### src/hdl/sweep_cut_conductance_unit_defines.svh
// assertion macros shared by the sweep cut conductance unit
`ifndef SWEEP_CUT_CONDUCTANCE_UNIT_DEFINES_SVH
`define SWEEP_CUT_CONDUCTANCE_UNIT_DEFINES_SVH

// same-cycle implication
`define SCC_ASSERT_IMPLY(label, clk, rst_n, ante, cons, msg) \
  label: assert property (@(posedge clk) disable iff (!rst_n) (ante) |-> (cons)) \
    else $error(msg);

// next-cycle implication
`define SCC_ASSERT_NEXT(label, clk, rst_n, ante, cons, msg) \
  label: assert property (@(posedge clk) disable iff (!rst_n) (ante) |=> (cons)) \
    else $error(msg);

`endif

### src/hdl/scc_pkg.sv
// types and constants of the sweep cut conductance unit
package scc_pkg;

  localparam int NODE_W = 16;
  localparam int DEG_W  = 16;
  localparam int VOL_W  = 32;
  localparam int CUT_W  = 33;
  localparam int PROD_W = 64;

  // member bitmap, held as rows of a memory with one write and one read port
  localparam int MAX_NODES  = 65536;
  localparam int SLOT_W     = $clog2(MAX_NODES);
  localparam int MARK_ROW_W = 64;
  localparam int MARK_BIT_W = $clog2(MARK_ROW_W);
  localparam int MARK_ROWS  = MAX_NODES / MARK_ROW_W;
  localparam int MARK_RA_W  = $clog2(MARK_ROWS);

  // queue depths
  localparam int IQ_DEPTH = 2;
  localparam int IQ_AW    = $clog2(IQ_DEPTH);
  localparam int IQ_CW    = $clog2(IQ_DEPTH + 1);
  localparam int RQ_DEPTH = 2;
  localparam int RQ_AW    = $clog2(RQ_DEPTH);
  localparam int RQ_CW    = $clog2(RQ_DEPTH + 1);

  typedef enum logic [1:0] {
    ACT_BEGIN    = 2'd0,
    ACT_ADD      = 2'd1,
    ACT_NEIGHBOR = 2'd2,
    ACT_FINISH   = 2'd3
  } action_e;

  // classified item as it waits between front and back
  typedef struct packed {
    action_e                 action;
    logic [MARK_RA_W-1:0]    mark_row;
    logic [MARK_BIT_W-1:0]   mark_bit;
    logic [DEG_W-1:0]        degree;
    logic                    score_zero;
    logic [VOL_W-1:0]        total_volume;
  } item_t;

  typedef struct packed {
    logic [VOL_W-1:0] best_cut;
    logic [VOL_W-1:0] best_volume;
  } result_t;

endpackage

### src/hdl/scc_res_queue.sv
// result queue between the back end and the result port
module scc_res_queue (
  input  logic             clk_i,
  input  logic             rst_ni,
  input  logic             push_i,
  input  scc_pkg::result_t data_i,
  output logic             full_o,
  output logic             empty_o,
  input  logic             pop_i,
  output scc_pkg::result_t data_o
);
  import scc_pkg::*;

  result_t          slot_q [RQ_DEPTH];
  logic [RQ_AW-1:0] wr_ptr_q, wr_ptr_d;
  logic [RQ_AW-1:0] rd_ptr_q, rd_ptr_d;
  logic [RQ_CW-1:0] count_q, count_d;
  logic             wr_en;
  logic             rd_en;

  assign full_o  = (count_q == RQ_CW'(RQ_DEPTH));
  assign empty_o = (count_q == '0);
  assign data_o  = slot_q[rd_ptr_q];
  assign wr_en   = push_i && !full_o;
  assign rd_en   = pop_i && !empty_o;

  always_comb begin
    wr_ptr_d = wr_ptr_q;
    rd_ptr_d = rd_ptr_q;
    count_d  = count_q;
    if (wr_en) begin
      wr_ptr_d = (wr_ptr_q == RQ_AW'(RQ_DEPTH - 1)) ? '0 : wr_ptr_q + RQ_AW'(1);
    end
    if (rd_en) begin
      rd_ptr_d = (rd_ptr_q == RQ_AW'(RQ_DEPTH - 1)) ? '0 : rd_ptr_q + RQ_AW'(1);
    end
    if (wr_en && !rd_en) begin
      count_d = count_q + RQ_CW'(1);
    end else if (rd_en && !wr_en) begin
      count_d = count_q - RQ_CW'(1);
    end
  end

  always_ff @(posedge clk_i or negedge rst_ni) begin
    if (!rst_ni) begin
      wr_ptr_q <= '0;
      rd_ptr_q <= '0;
      count_q  <= '0;
    end else begin
      wr_ptr_q <= wr_ptr_d;
      rd_ptr_q <= rd_ptr_d;
      count_q  <= count_d;
    end
  end

  always_ff @(posedge clk_i) begin
    if (wr_en) begin
      slot_q[wr_ptr_q] <= data_i;
    end
  end

endmodule

### config.mk
export PLATFORM = sky130hd
export DESIGN_NAME = scc_res_queue
export DESIGN_NICKNAME = d
export VERILOG_FILES = /design/src/hdl/sweep_cut_conductance_unit_defines.svh /design/src/hdl/scc_pkg.sv /design/src/hdl/scc_res_queue.sv
export SDC_FILE = /design/constraint.sdc
export NUM_CORES = 1
export LEC_CHECK = 0
export BUFFER_PORTS_ARGS = -buffer_cell sky130_fd_sc_hd__buf_2
export CORE_MARGIN = 2
export CORE_UTILIZATION = 35
export DETAILED_ROUTE_END_ITERATION = 7
export SLEW_MARGIN = 20
export SYNTH_ARGS = -nofsm -noshare
export SYNTH_HDL_FRONTEND = slang
export SYNTH_SLANG_ARGS = --single-unit
### constraint.sdc
create_clock -name clk_i -period 5.2 [get_ports clk_i]
set_input_delay 0.78 -clock clk_i [delete_from_list [all_inputs] [get_ports clk_i]]
set_output_delay 0.78 -clock clk_i [all_outputs]
set_load 0.005 [all_outputs]
==> results.py, run 1 <==
metrics = {
    "run_status": {
        "outcome": "finished clean",
    },
    "power_and_ir_drop": {
        "power.leakage_uw": 0.00255,
        "p_total_uw": 3670,
        "pwr_density_cell_nw_per_um2": 571,
        "vdd_drop_max_uv": 465,
    },
    "min_path": {
        "hp-class": "primary input to async pin",
    },
    "place": {
        "post-place-ws_ns": 2.45,
        "placedCellCount": 526,
        "gp_congestion": 0.661,
        "dp_hpwl_um": 5580,
        "portBuffers": 133,
    },
    "synth": {
        "post-synth-top-count-cell": "edfxtp_1",
        "synth_cell_types": 15,
        "synth-edff-count": 128,
        "syn-num-nets": 287,
        "synth_seq_cells": 132,
        "syn_inst": 218,
        "avgSynthCellArea_sq_um": 23.0,
        "ys.warnings.count": 0,
        "synth_area_sq_um": 5020,
        "synth_top_area_cell": "edfxtp_1",
        "ys.flop_type": "edfxtp_1",
        "post-synth-top-area-fraction": 0.766,
        "synth_common_cells": "edfxtp_1 (128), mux2_4 (50), mux2_2 (14), buf_6 (6), dfrtp_1 (4)",
        "synth_area_leaders": "edfxtp_1 (77%), mux2_4 (15%), mux2_2 (3.1%)",
        "yosysSeqAreaShare": 0.785,
        "ys_async_sr_fraction": 0.0303,
    },
    "layout": {
        "regArea_sq_um": 3950,
        "insertedDiodeCount": 0,
        "fillers": 1209,
        "syn2layout_area_growth_pct": 27.9,
        "multi_input_area_sq_um": 1010,
        "drive_above_1_share": 0.606,
        "stdcell_count": 558,
        "nets": 434,
    },
    "timing": {
        "setup_slack_ns": 2.08,
        "fmax_mhz": 320,
        "hold_slack_ns": 0.173,
        "rsz0062_at_grt": "false",
        "max-slew-margin-rel": 0.378,
        "finalHoldViolations": 0,
        "drv_slew": 0,
        "setup-violations-final": 0,
        "fin_crit_ns": 3.12,
        "fin_setup_tns_ns": 0,
        "clock_skew_ns": 0.00739,
        "period_share": 0.601,
        "worst_slew_pin_slew_ns": 0.934,
    },
    "floorplanning": {
        "core_sq_um": 13900,
        "fp.dieW_um": 124,
        "initial_utilization": 0.360,
        "io_pins": 134,
        "std_cell_rows": 43,
        "die_h_um": 124,
        "design.die.area_sq_um": 15300,
    },
    "setup_path": {
        "cp.arrival_ns": 2.34,
        "start_kind": "register",
        "worstSetupPathType": "register to primary output",
        "cp_max_fo": 44,
        "cp.required_ns": 4.42,
        "end_kind": "primary output",
        "cp_slowest_cell": "dfrtp_4",
        "max_stage_delay_ns": 0.93,
        "worstPathCellList": "buf_4 > mux2_4 > buf_2",
    },
    "cts": {
        "root_buffer": "clkbuf_16",
        "cts_resized": 0,
        "cts_setup_buffers": 0,
        "cts_buffers": 17,
        "htree_num_levels": 4,
        "cts_tree": "built",
        "path_clk_slew_ns": 0.05,
        "clk_path_buf_depth": 2,
        "clkLatencyLatePin_ns": 0.41,
        "hold_buffers": 0,
        "cts_sinks": 132,
    },
    "route": {
        "drt_iter0_markers": 145,
        "first_pass_iters": 4,
        "drtAntennaViolNets": 0,
        "wire_per_inst_um": 15.8,
        "viasPerCell": 4.43,
        "drc": 0,
        "vias": 2474,
        "routed_wl_um": 8810,
    },
    "grt": {
        "grt_pass1_vias": 2595,
        "met3_usage": 0.0462,
        "antenna_found_initial": 0,
        "grt_start_max_net_pins": 65,
        "grt_usage": 0.121,
        "use_met1": 0.143,
        "top_usage_layer": "met2",
        "use_met2": 0.194,
        "grt_pass1_wl_um": 13200,
        "grt_overflow": 0,
    },
    "job": {
        "maxCapViolCount": 0,
    },
}
placed cells by master (no fill, tap or decap), drive strengths merged:
master / count
nor2: 3
dfrtp: 4
clkbuf: 21
clkinv: 6
ha: 1
nand2b: 1
edfxtp: 128
mux2: 64
and3: 1
nand2: 1
bufinv: 2
xor2: 2
inv: 2
o21ai: 1
buf: 135
xnor2: 3
clkinvlp: 3
kinds of logic after synthesis:
logic type,synth area share
flip-flops,0.785
AO/OA/AOI/OAI,0.000996
buffers and inverters,0.0159
adder cells (fa/ha/maj),0.00249
XOR/XNOR,0.00872
multiplexers,0.181
AND/OR/NAND/NOR,0.00548
power breakdown:
group | switching [uW] | total, uW | leakage [uW] | internal [uW]
Clock | 417 | 1110 | 0.000264 | 698
Sequential | 151 | 1610 | 0.00123 | 1460
Combinational | 396 | 942 | 0.00106 | 546
stage by stage:
step,util,area [sq um]
2_1_floorplan,-,5020
3_3_place_gp,0.421,5870
3_5_place_dp,0.421,5870
4_1_cts,0.461,6420
5_1_grt,0.461,6420
6_report,0.461,6420
path summary, 6_finish.rpt:
path                                 start            end  slack [ns]  cells past startpoint
worst min-delay path                rst_ni       rd_ptr_q        0.17                      1
worst max register to register  count_q[0]  slot_q[0][40]        2.76                      4
worst max-delay path              rd_ptr_q     data_o[45]        2.08                      3
min in group clk_i              count_q[1]     count_q[1]        0.52                      1
max in group asynchronous           rst_ni       rd_ptr_q        4.88                      1
worst min register to register  count_q[1]     count_q[1]        0.52                      1
state kept, by name (all words and copies together) (netlist names):
name      flops
wr_ptr_q      1
slot_q      128
count_q       2
rd_ptr_q      1
area by class of cell:
| type | instances | area share |
|---|---|---|
| clock buffers | 21 | 0.0686 |
| clock inverters | 11 | 0.0173 |
| inverters | 2 | 0.00117 |
| multi-input cells | 77 | 0.157 |
| flip-flops and latches | 132 | 0.615 |
| well taps | 180 | 0.0351 |
| repair buffers | 135 | 0.106 |
per-layer routing:
layer / part of all wire / vias to the layer above / wire length, um
met5: 0 / - / 0
met4: 0.021 / 0 / 189
met3: 0.068 / 13 / 596
met2: 0.48 / 93 / 4210
met1: 0.43 / 1215 / 3810
li1: - / 1153 / -
worst max-delay path: cells and delay by family (launching register included):
kind | cells | cell delay [ns]
multiplexers | 1 | 0.35
flip-flops | 1 | 0.93
buffers and inverters | 2 | 0.63
(Power assumes the default switching activity.)
==> inputs of run 2 (changes only) <==
- clock period: 5.2 -> 2.6 ns (I/O delays scaled with it)
==> results.py, run 2 (synthesized netlist as in run 1, its figures left out) <==
metrics = {
    "layout": {
        "nets": 438,
        "syn2layout_area_growth_pct": 29.8,
        "final_cell_mix": "buf_2 (133), edfxtp_1 (128), mux2_4 (50)",
        "drive_above_1_share": 0.613,
        "final_common_cell": "buf_2",
        "insertedDiodeCount": 0,
        "largest_register_ffs": 128,
        "top_register": "slot_q",
        "biggestRegsByFlops": "slot_q: 128 flops, count_q: 2 flops",
    },
    "cts": {
        "root_buffer": "clkbuf_16",
        "cts_sinks": 132,
        "cts_buffers": 17,
        "clkLatencyLatePin_ns": 0.40,
        "cts_setup_buffers": 0,
        "cts_tree": "built",
        "clk_path_buf_depth": 2,
        "htree_num_levels": 4,
        "cts_resized": 0,
        "path_clk_slew_ns": 0.05,
    },
    "grt": {
        "use_met1": 0.132,
        "grt_start_max_net_pins": 41,
        "antenna_found_initial": 0,
        "grt_usage": 0.118,
        "grt_pass1_wl_um": 13000,
        "met3_usage": 0.0568,
        "use_met2": 0.191,
        "grt_overflow": 0,
        "top_usage_layer": "met2",
        "grt_pass1_vias": 2623,
    },
    "timing": {
        "clock_skew_ns": 0.00457,
        "drv_slew": 0,
        "worst_slew_pin_slew_ns": 0.495,
        "rsz0062_at_grt": "false",
        "period_share": 0.796,
        "fin_crit_ns": 2.07,
        "fin_setup_tns_ns": 0,
        "max-slew-margin-rel": 0.670,
        "finalHoldViolations": 0,
        "setup-violations-final": 0,
        "fmax_mhz": 483,
    },
    "floorplanning": {
        "core_sq_um": 13900,
        "fp.dieW_um": 124,
        "initial_utilization": 0.360,
        "std_cell_rows": 43,
        "io_pins": 134,
        "die_h_um": 124,
        "design.die.area_sq_um": 15300,
    },
    "place": {
        "gp_congestion": 0.649,
        "portBuffers": 133,
        "dp_hpwl_um": 5610,
    },
    "setup_path": {
        "end_kind": "primary output",
        "cp.required_ns": 2.21,
        "cp.arrival_ns": 1.68,
        "start_kind": "register",
        "cp_max_fo": 33,
        "worstSetupPathType": "register to primary output",
    },
    "route": {
        "drtAntennaViolNets": 0,
        "wire_per_inst_um": 15.1,
        "first_pass_iters": 4,
        "drt_iter0_markers": 67,
        "routed_wl_um": 8510,
        "drc": 0,
        "viasPerCell": 4.38,
        "vias": 2462,
    },
    "min_path": {
        "hp-class": "primary input to register",
    },
    "power_and_ir_drop": {
        "power.leakage_uw": 0.00261,
        "pwr_density_cell_nw_per_um2": 1150,
        "p_total_uw": 7460,
        "vdd_drop_max_uv": 648,
    },
    "run_status": {
        "outcome": "finished clean",
    },
    "job": {
        "maxCapViolCount": 0,
    },
}
## run 2: cell count changes in the layout (fill, tap and decap cells not counted), sizes merged
| cell | previous run | this run |
|---|---|---|
| dlygate4sd3 | 0 | 1 |
| clkbuf | 21 | 20 |
| buf | 135 | 138 |
| clkinvlp | 3 | 1 |
| bufinv | 2 | 3 |
| clkinv | 6 | 8 |
## run 2: final cells by class
type | count | area [sq um]
timing repair buffer | 139 | 751
sequential | 132 | 3950
tap | 180 | 225
clock buffer | 20 | 437
clock inverter | 12 | 138
fill | 1217 | 7420
multi-input combinational | 77 | 1010
inverter | 2 | 7.51
## run 2: worst paths after layout
| kind | end | start | slack, ns | cells after the start |
|---|---|---|---|---|
| worst max register to register | slot_q[1][26] | count_q[0] | 0.90 | 3 |
| worst min-delay path | slot_q[0][30] | data_i[30] | 0.17 | 1 |
| max in group asynchronous | rd_ptr_q | rst_ni | 2.13 | 2 |
| worst max-delay path | data_o[48] | rd_ptr_q | 0.53 | 3 |
| min in group asynchronous | wr_ptr_q | rst_ni | 0.33 | 2 |
| worst min register to register | count_q[1] | count_q[1] | 0.52 | 1 |
## run 2: metrics by stage
stage,setup slack [ns],hold WS (ns),utilization,instance area (sq um),cells
2_1_floorplan,0.0642,0.0944,-,5030,218
5_1_grt,0.453,0.147,0.468,6520,562
3_5_place_dp,0.876,0.206,0.426,5930,529
3_3_place_gp,0.906,0.205,0.426,5930,529
6_report,0.529,0.171,0.468,6520,562
4_1_cts,0.479,0.148,0.468,6520,562
## run 2: metal layers
| layer | up-vias | wire (um) |
|---|---|---|
| met5 | - | 0 |
| met4 | 0 | 85 |
| met3 | 5 | 654 |
| met2 | 89 | 4290 |
| met1 | 1204 | 3490 |
| li1 | 1164 | - |
## run 2: timing repair
action / 4_1_cts / 5_1_grt
setup endpoints to repair: 0 / 0
hold endpoints to repair: 4 / 0
hold buffers: 1 / 0
## run 2: critical path: stages, from the launching register on
cell,delay [ns]
dfrtp_4,0.50
buf_12,0.27
mux2_2,0.37
buf_2,0.13
## run 2: power by group
| part | internal (uW) | switching (uW) |
|---|---|---|
| clock | 1490 | 795 |
| sequential | 2920 | 150 |
| combinational | 1160 | 947 |
| total | 5570 | 1890 |
