**config.mk**
```make
export PLATFORM = sky130hd
export DESIGN_NAME = scc_front
export DESIGN_NICKNAME = d
export VERILOG_FILES = /design/src/hdl/sweep_cut_conductance_unit_defines.svh /design/src/hdl/scc_pkg.sv /design/src/hdl/scc_front.sv
export SDC_FILE = /design/constraint.sdc
export NUM_CORES = 1
export LEC_CHECK = 0
export BUFFER_PORTS_ARGS = -buffer_cell sky130_fd_sc_hd__buf_2
export CAP_MARGIN = 20
export CORE_MARGIN = 5
export CORE_UTILIZATION = 56
export DETAILED_ROUTE_END_ITERATION = 10
export PLACE_DENSITY_LB_ADDON = 0.1
export SLEW_MARGIN = 20
export SYNTH_ARGS = -nofsm -noshare
export SYNTH_HDL_FRONTEND = slang
export SYNTH_SLANG_ARGS = --single-unit
```
**constraint.sdc**
```tcl
create_clock -name clk_i -period 11.4 [get_ports clk_i]
set_clock_uncertainty 0.2 [all_clocks]
set_input_delay 1.14 -clock clk_i [delete_from_list [all_inputs] [get_ports clk_i]]
set_output_delay 1.14 -clock clk_i [all_outputs]
set_load 0.01 [all_outputs]
```
**src/hdl/sweep_cut_conductance_unit_defines.svh**
```systemverilog
// assertion macros shared by the sweep cut conductance unit
`ifndef SWEEP_CUT_CONDUCTANCE_UNIT_DEFINES_SVH
`define SWEEP_CUT_CONDUCTANCE_UNIT_DEFINES_SVH

// same-cycle implication
`define SCC_ASSERT_IMPLY(label, clk, rst_n, ante, cons, msg) \
  label: assert property (@(posedge clk) disable iff (!rst_n) (ante) |-> (cons)) \
    else $error(msg);

// next-cycle implication
`define SCC_ASSERT_NEXT(label, clk, rst_n, ante, cons, msg) \
  label: assert property (@(posedge clk) disable iff (!rst_n) (ante) |=> (cons)) \
    else $error(msg);

`endif

```
**src/hdl/scc_pkg.sv**
```systemverilog
// types and constants of the sweep cut conductance unit
package scc_pkg;

  localparam int NODE_W = 16;
  localparam int DEG_W  = 16;
  localparam int VOL_W  = 32;
  localparam int CUT_W  = 33;
  localparam int PROD_W = 64;

  // member bitmap, held as rows of a memory with one write and one read port
  localparam int MAX_NODES  = 65536;
  localparam int SLOT_W     = $clog2(MAX_NODES);
  localparam int MARK_ROW_W = 64;
  localparam int MARK_BIT_W = $clog2(MARK_ROW_W);
  localparam int MARK_ROWS  = MAX_NODES / MARK_ROW_W;
  localparam int MARK_RA_W  = $clog2(MARK_ROWS);

  // queue depths
  localparam int IQ_DEPTH = 2;
  localparam int IQ_AW    = $clog2(IQ_DEPTH);
  localparam int IQ_CW    = $clog2(IQ_DEPTH + 1);
  localparam int RQ_DEPTH = 2;
  localparam int RQ_AW    = $clog2(RQ_DEPTH);
  localparam int RQ_CW    = $clog2(RQ_DEPTH + 1);

  typedef enum logic [1:0] {
    ACT_BEGIN    = 2'd0,
    ACT_ADD      = 2'd1,
    ACT_NEIGHBOR = 2'd2,
    ACT_FINISH   = 2'd3
  } action_e;

  // classified item as it waits between front and back
  typedef struct packed {
    action_e                 action;
    logic [MARK_RA_W-1:0]    mark_row;
    logic [MARK_BIT_W-1:0]   mark_bit;
    logic [DEG_W-1:0]        degree;
    logic                    score_zero;
    logic [VOL_W-1:0]        total_volume;
  } item_t;

  typedef struct packed {
    logic [VOL_W-1:0] best_cut;
    logic [VOL_W-1:0] best_volume;
  } result_t;

endpackage

```
**src/hdl/scc_front.sv**
```systemverilog
// front end: takes items, splits the node index into bitmap row and bit, queues them
module scc_front (
  input  logic                     clk_i,
  input  logic                     rst_ni,
  input  logic                     push_i,
  output logic                     full_o,
  input  logic                     hold_i,
  input  logic [1:0]               action_i,
  input  logic [scc_pkg::NODE_W-1:0] node_id_i,
  input  logic [scc_pkg::DEG_W-1:0]  degree_i,
  input  logic                     score_zero_i,
  input  logic [scc_pkg::VOL_W-1:0]  total_volume_i,
  output logic                     head_valid_o,
  output scc_pkg::item_t           head_o,
  input  logic                     pop_i
);
  import scc_pkg::*;

  item_t            slot_q [IQ_DEPTH];
  logic [IQ_AW-1:0] wr_ptr_q, wr_ptr_d;
  logic [IQ_AW-1:0] rd_ptr_q, rd_ptr_d;
  logic [IQ_CW-1:0] count_q, count_d;
  item_t            item;
  logic             wr_en;
  logic             rd_en;

  always_comb begin
    item.action       = action_e'(action_i);
    item.mark_row     = node_id_i[SLOT_W-1:MARK_BIT_W];
    item.mark_bit     = node_id_i[MARK_BIT_W-1:0];
    item.degree       = degree_i;
    item.score_zero   = score_zero_i;
    item.total_volume = total_volume_i;
  end

  assign full_o       = (count_q == IQ_CW'(IQ_DEPTH)) || hold_i;
  assign head_valid_o = (count_q != '0);
  assign head_o       = slot_q[rd_ptr_q];
  assign wr_en        = push_i && !full_o;
  assign rd_en        = pop_i && head_valid_o;

  always_comb begin
    wr_ptr_d = wr_ptr_q;
    rd_ptr_d = rd_ptr_q;
    count_d  = count_q;
    if (wr_en) begin
      wr_ptr_d = (wr_ptr_q == IQ_AW'(IQ_DEPTH - 1)) ? '0 : wr_ptr_q + IQ_AW'(1);
    end
    if (rd_en) begin
      rd_ptr_d = (rd_ptr_q == IQ_AW'(IQ_DEPTH - 1)) ? '0 : rd_ptr_q + IQ_AW'(1);
    end
    if (wr_en && !rd_en) begin
      count_d = count_q + IQ_CW'(1);
    end else if (rd_en && !wr_en) begin
      count_d = count_q - IQ_CW'(1);
    end
  end

  always_ff @(posedge clk_i or negedge rst_ni) begin
    if (!rst_ni) begin
      wr_ptr_q <= '0;
      rd_ptr_q <= '0;
      count_q  <= '0;
    end else begin
      wr_ptr_q <= wr_ptr_d;
      rd_ptr_q <= rd_ptr_d;
      count_q  <= count_d;
    end
  end

  always_ff @(posedge clk_i) begin
    if (wr_en) begin
      slot_q[wr_ptr_q] <= item;
    end
  end

endmodule

```
==> flow_summary.ini, run 1 <==
[run_status]
status = finished, final reports clean

[sta]
finalHoldViolCount = 0
setup_violations = 0
slew_violations = 0
slew_headroom_pct = 33.7
tns_ps = 0
worst_pin_slew_ps = 995
whs_ps = 246
period_minus_slack_ps = 3520
fin_ws_ps = 7880
layout_worst_path_cycle_share_pct = 30.9
max_freq_ghz = 0.284
rsz0062_at_grt = no

[synth]
synth_most_common_cell = edfxtp_1
ys_top_cells_by_count = edfxtp_1 (134), mux2_2 (47), mux2_4 (20), buf_2 (4), dfrtp_1 (4)
synth_area_um2 = 5130
yosysTopAreaCell = edfxtp_1
synth_seq_cells = 138
synth.net_count = 301
ys_seq_area_share_pct = 80.4
ys_types = 17
synth_edf_count = 134
async_flop_share_pct = 2.90
syn_avg_cell_area_um2 = 22.5
synthCells = 228
synthTopCellsByArea = edfxtp_1 (78%), mux2_2 (10%), mux2_4 (5.9%), dfrtp_1 (2.0%), buf_8 (0.59%)
synth_warnings = 0
synth_top_area_share_pct = 78.4
synthFlopType = edfxtp_1

[route]
firstDrtPassIters = 4
final_antenna_net_count = 0
viasPerCell = 5.07
routed_wl_um = 8840
drc = 0
wl_per_cell_um = 17.5
dr.first_iter.drc_count = 115
vias = 2555

[cts]
postCtsResizedCells = 0
ctsHoldBuffers = 0
cts_tree = yes
htree_levels = 4
insertion_delay_ps = 490
cts_setup_buffers = 0
cts_made_buffers = 17
clkSinkCount = 138
clkTransAtPathRegs_ps = 60
cts_buffer_depth = 2
cts-root-buf = clkbuf_8

[setup_path]
crit_fanout = 68
worst_ep_required_time_ps = 10060
worstPathArrival_ps = 2180
cp-start-kind = register
path_class = register to primary output
regToRegSetupSlack_ps = 9130
end_kind = primary output

[placement]
postPlaceCellArea_um2 = 5920
place_inst = 472
port_buffers = 140
post-place-ws_ps = 8360
dp_hpwl_um = 5650
gp_congestion = 0.722

[finish]
fillers = 588
instances_no_fill = 504
antenna_cells = 0
design_area_um2 = 6510
nets = 453
syn_to_final_growth_pct = 26.9
drive_above_1_share_pct = 61.6

[grt]
grt_max_degree = 69
grt_pass1_vias = 2717
grt_overflow = 0
grtUsageTotal_pct = 16.4
antenna_found_initial = 0
grt_pass1_wl_um = 13700

[floorplanning]
start_util_pct = 56.6
die_w_um = 106
fp.dieH_um = 106
dieArea_um2 = 11200
ioPinCount = 141
coreArea_um2 = 9060
rows = 35

[power]
vdd_drop_max_uv = 157
power_density_nw_per_um2 = 243
p_leak_nw = 2.50

[hold_path]
min_path_type = primary input to asynchronous set/reset pin

[job]
drv_cap = 0
## layer usage
metal	vias up	wire length [um]	global-route usage, %
li1	1206	-	-
met1	1250	3490	19.1
met2	95	4580	27.7
met3	4	739	6.92
met4	0	39	5.00
met5	-	0	0
## stage by stage
step	total power, mW	utilization, %
floorplan	0.948	-
global placement	1.06	65.3
detailed placement	1.07	65.3
CTS	1.60	71.8
global route	1.66	71.8
finish	1.58	71.8
## power by group
| group | switching [mW] | internal (mW) |
|---|---|---|
| combinational | 0.150 | 0.195 |
| clock | 0.199 | 0.334 |
| sequential | 0.0696 | 0.634 |
## cell usage in the layout (no fill, tap or decap)
cell	netlist	layout
nand2_1	1	1
clkinv_1	0	1
ha_1	1	1
xor2_1	2	2
inv_1	1	1
mux2_4	20	20
nand2b_1	2	2
clkbuf_1	0	1
mux2_2	47	47
clkbuf_8	0	1
nor2_1	2	1
dfrtp_4	0	1
bufinv_16	0	3
dfrtp_1	4	3
xnor2_1	3	3
edfxtp_1	134	134
clkinv_2	0	1
inv_6	0	3
and2_4	0	1
nand3b_1	1	1
buf_4	0	1
buf_2	4	140
clkbuf_16	0	16
clkinv_4	0	1
clkinvlp_4	0	5
nor2_4	0	1
or2_2	1	1
## cell families (layout without fill, tap and decap cells)
kind of cell,Yosys count,after routing,share of synthesized area [%]
xor+xnor,5,5,0.854
fa+ha+maj,1,1,0.244
buf+inv,9,174,1.49
flops,138,138,80.4
mux,67,67,16.2
simple gates,8,8,0.854
## final timing paths
check / from / to / depth (start not counted)
setup / recovery: rd_ptr_q / head_o[65] / 2
hold / removal: rst_ni / count_q[1] / 1
setup reg to reg: count_q[0] / slot_q[1][25] / 4
hold reg to reg: count_q[1] / count_q[1] / 1
max in group asynchronous: rst_ni / rd_ptr_q / 1
min in group clk_i: count_q[1] / count_q[1] / 1
## critical path, stage by stage (launching register included)
cell and delay [ps]:
dfrtp_4 1080, mux2_2 420, buf_2 150
## final cells by class
| cell class | instances | area [um^2] | area share [%] |
|---|---|---|---|
| clock buffers | 18 | 418 | 6.42 |
| clock inverters | 14 | 171 | 2.63 |
| inverters | 1 | 3.75 | 0.0577 |
| multi-input cells | 81 | 940 | 14.4 |
| flip-flops and latches | 138 | 4130 | 63.4 |
| well taps | 111 | 139 | 2.13 |
| repair buffers | 141 | 708 | 10.9 |
## flip-flops by register name, summed over array words and instances (netlist names)
name and count:
wr_ptr_q 1, slot_q 134, count_q 2, rd_ptr_q 1
No activity file was read; power rests on OpenSTA's default activity.
==> run 2: changes to the inputs <==
CORE_UTILIZATION = 47   (was 56)
clock period = 2.9 ns   (was 11.4 ns; I/O delays follow)
==> flow_summary.ini, run 2 (synthesis gave the netlist of run 1 again) <==
[cts]
clkSinkCount = 138
postCtsResizedCells = 0
cts_tree = yes
cts-root-buf = clkbuf_8
cts_setup_buffers = 0
cts_buffer_depth = 2
ctsHoldBuffers = 70
insertion_delay_ps = 510
htree_levels = 4
cts_made_buffers = 17
clkTransAtPathRegs_ps = 50

[route]
vias = 2829
viasPerCell = 4.67
firstDrtPassIters = 5
drc = 0
final_antenna_net_count = 0
dr.first_iter.drc_count = 105
routed_wl_um = 9750
wl_per_cell_um = 16.1

[power]
seqPwrFrac_pct = 43.7
power_density_nw_per_um2 = 847
p_switching_mw = 1.66
intPower_mw = 4.47
vdd_drop_max_uv = 532
p_leak_nw = 2.79
swShare_pct = 27.1
p_comb_share_pct = 25.5
clockPowerShare_pct = 30.9

[floorplanning]
dieArea_um2 = 13100
start_util_pct = 47.7
fp.dieH_um = 114
die_w_um = 114
coreArea_um2 = 10700
ioPinCount = 141
rows = 38

[grt]
antenna_found_initial = 0
grt_pass1_vias = 3053
grtUsageTotal_pct = 15.5
use_met2_pct = 25.2
grt_overflow = 0
grt_max_degree = 68
grtUsageMet1_pct = 18.8
groute.layer.met3.usage_pct = 6.13
grt_busiest_layer = met2
grt_pass1_wl_um = 15300

[sta]
rsz0062_at_grt = no
slew_headroom_pct = 62.0
tns_ps = 0
slew_violations = 0
period_minus_slack_ps = 2620
setup_violations = 0
fin_ws_ps = 277
layout_worst_path_cycle_share_pct = 90.4
max_freq_ghz = 0.381
worst_pin_slew_ps = 570
finalHoldViolCount = 0

[placement]
port_buffers = 140
dp_hpwl_um = 5860
postPlaceCellArea_um2 = 6000
post-place-ws_ps = 788
gp_congestion = 0.677

[job]
drv_cap = 0

[finish]
fillers = 764
nets = 526
antenna_cells = 0
layout_commonest_cell = buf_2
top_register = slot_q
design_area_um2 = 7230
drive_above_1_share_pct = 51.7
final_cell_mix = buf_2 (140), edfxtp_1 (134), dlygate4sd3_1 (70)
largest_reg_flops = 134
syn_to_final_growth_pct = 40.9
top_regs = slot_q (134), count_q (2)
final_util_pct = 67.3

[setup_path]
path_class = register to primary output
cp_top_family = flip-flops
worstPathArrival_ps = 2130
cp_cell_sequence = buf_12 -> mux2_2 -> buf_2
crit_fanout = 37
worst_ep_required_time_ps = 2410
slowest_delay_ps = 780
crit_slowest_cell = dfrtp_4
cp-start-kind = register
path_buf_inv = 2
end_kind = primary output

[hold_path]
min_path_type = primary input to register

[run_status]
status = finished, final reports clean
-- run 2: path summary, 6_finish.rpt --
path                                 start            end  slack [ps]  cells after the start
worst max-delay path              rd_ptr_q     head_o[52]         280                      3
worst min-delay path                hold_i       wr_ptr_q          30                      3
worst max register to register  count_q[0]  slot_q[1][56]         910                      5
worst min register to register  count_q[1]     count_q[1]         290                      1
max in group asynchronous           rst_ni       rd_ptr_q        1810                      3
min in group asynchronous           rst_ni     count_q[1]         490                      3
-- run 2: worst register-to-register path, stage by stage, from the launching register on --
cell and delay (ps):
dfrtp_1 400, nand2b_1 160, nand3b_1 210, inv_1 160, and2_4 160, buf_12 330
-- run 2: layout make-up --
class	count	area, um^2	share of cell area (%)
Sequential cell	138	4130	57.1
Timing Repair Buffer	214	1460	20.1
Multi-Input combinational cell	81	940	13.0
Clock buffer	19	422	5.83
Tap cell	140	175	2.42
Clock inverter	13	104	1.44
Inverter	1	3.75	0.0519
-- run 2: metal layers --
layer	up-vias	wire [um]
met1	1359	4000
met2	109	4870
met4	0	95
li1	1351	-
met3	10	784
met5	-	0
-- run 2: power groups by stage --
stage | clock [mW] | sequential [mW] | combinational (mW)
after floorplan | 0 | 2.58 | 1.13
after global placement | 0 | 2.71 | 1.51
after detailed placement | 0 | 2.72 | 1.51
after CTS | 1.92 | 2.68 | 1.59
after global routing | 2.04 | 2.70 | 1.69
final | 1.89 | 2.67 | 1.56
-- run 2: stage by stage --
| stage | total power [mW] | instances | hold slack [ps] |
|---|---|---|---|
| 5_1_grt | 6.44 | 606 | 21.4 |
| 3_5_place_dp | 4.23 | 504 | -98.1 |
| 6_report | 6.13 | 606 | 27.9 |
| 2_1_floorplan | 3.72 | 228 | -206 |
| 3_3_place_gp | 4.22 | 504 | -101 |
| 4_1_cts | 6.20 | 606 | 3.66 |
==> run 3: changes to the inputs <==
--- a/constraint.sdc
+++ b/constraint.sdc
@@ -4,2 +4,2 @@
 set_output_delay 0.29 -clock clk_i [all_outputs]
-set_load 0.01 [all_outputs]
+set_load 0.05 [all_outputs]
==> flow_summary.ini, run 3 (synthesis gave the netlist of run 1 again) <==
[placement]
postPlaceCellArea_um2 = 6020
dp_hpwl_um = 6250
port_buffers = 140
post-place-ws_ps = 833
place_inst = 506
gp_congestion = 0.693

[setup_path]
r2r_start = count_q[0]
worstPathArrival_ps = 2080
crit_slowest_cell = dfrtp_4
crit_fanout = 20
cp_cell_sequence = buf_4 -> mux2_2 -> buf_2
end_kind = primary output
slowest_delay_ps = 600
cp-start-kind = register
worst_ep_required_time_ps = 2410
path_class = register to primary output
startpoint = rd_ptr_q

[route]
drc = 0
dr.first_iter.drc_count = 106
routed_wl_um = 9720
wl_per_cell_um = 16.0
vias = 2808
viasPerCell = 4.62
firstDrtPassIters = 4
final_antenna_net_count = 0

[cts]
cts-root-buf = clkbuf_8
cts_buffer_depth = 2
postCtsResizedCells = 0
clkSinkCount = 138
clkTransAtPathRegs_ps = 60
htree_levels = 4
cts_made_buffers = 17
cts_tree = yes
insertion_delay_ps = 510

[sta]
worst_pin_slew_ps = 477
slew_violations = 0
period_minus_slack_ps = 2570
fin_ws_ps = 333
finalHoldViolCount = 0
slew_headroom_pct = 68.2
max_freq_ghz = 0.390
layout_worst_path_cycle_share_pct = 88.5
whs_ps = 28.0
setup_violations = 0
tns_ps = 0
rsz0062_at_grt = no

[power]
power_density_nw_per_um2 = 1010
vdd_drop_max_uv = 603
p_leak_nw = 2.82
p_total_mw = 7.35

[grt]
antenna_found_initial = 0
grt_pass1_wl_um = 15100
grt_max_degree = 37
grt_pass1_vias = 3031
grtUsageTotal_pct = 15.6
grt_overflow = 0

[finish]
design_area_um2 = 7290
instances_no_fill = 608
layout_commonest_cell = buf_2
final_cell_mix = buf_2 (140), edfxtp_1 (134), dlygate4sd3_1 (70)
largest_reg_flops = 134
antenna_cells = 0
top_regs = slot_q (134), count_q (2)
nets = 528
syn_to_final_growth_pct = 42.2
final_util_pct = 67.9
top_register = slot_q
drive_above_1_share_pct = 53.0

[floorplanning]
rows = 38
fp.dieH_um = 114
die_w_um = 114
dieArea_um2 = 13100
coreArea_um2 = 10700
ioPinCount = 141
start_util_pct = 47.7

[job]
drv_cap = 0

[run_status]
status = finished, final reports clean

[hold_path]
min_from = hold_i
min_path_type = primary input to register
run 3: cell count changes in the layout (fill, tap and decap cells not counted), sizes merged:
cell      delta
inv          +1
bufinv       +1
buf          +2
clkinv       -3
clkinvlp     +1
run 3: timing repair:
item	CTS	global route
setup buffers	0	0
endpoints found under the hold margin	139	0
hold buffers	70	0
run 3: report_power, final:
part | total (mW) | internal (mW) | switching (mW)
Combinational | 2.70 | 0.870 | 1.83
Clock | 2.03 | 1.25 | 0.784
Sequential | 2.62 | 2.49 | 0.127
Total | 7.35 | 4.61 | 2.74
run 3: area by class of cell:
class	instances	area, um^2
flip-flops and latches	138	4130
clock inverters	13	144
multi-input cells	81	940
inverters	1	3.75
fillers	756	3450
clock buffers	19	432
well taps	140	175
repair buffers	216	1470
run 3: worst paths after layout:
| kind | end | slack (ps) | cells after the start |
|---|---|---|---|
| max | head_o[53] | 330 | 3 |
| min | wr_ptr_q | 30 | 3 |
| max reg2reg | slot_q[1][0] | 860 | 5 |
| min reg2reg | count_q[1] | 290 | 1 |
| max in group asynchronous | rd_ptr_q | 1770 | 3 |
| min in group asynchronous | wr_ptr_q | 520 | 3 |
run 3: critical path, delay by kind of cell (launching register included):
kind / cells / cell delay, ps
DFF: 1 / 600
buffers and inverters: 2 / 580
muxes: 1 / 370
run 3: routing by layer:
layer	vias to the layer above	share of wire (%)	track usage, %
met5	-	0	0
met4	0	1.7	6.89
met3	15	7.9	5.34
met2	97	52	27.0
met1	1343	39	17.3
li1	1353	-	-
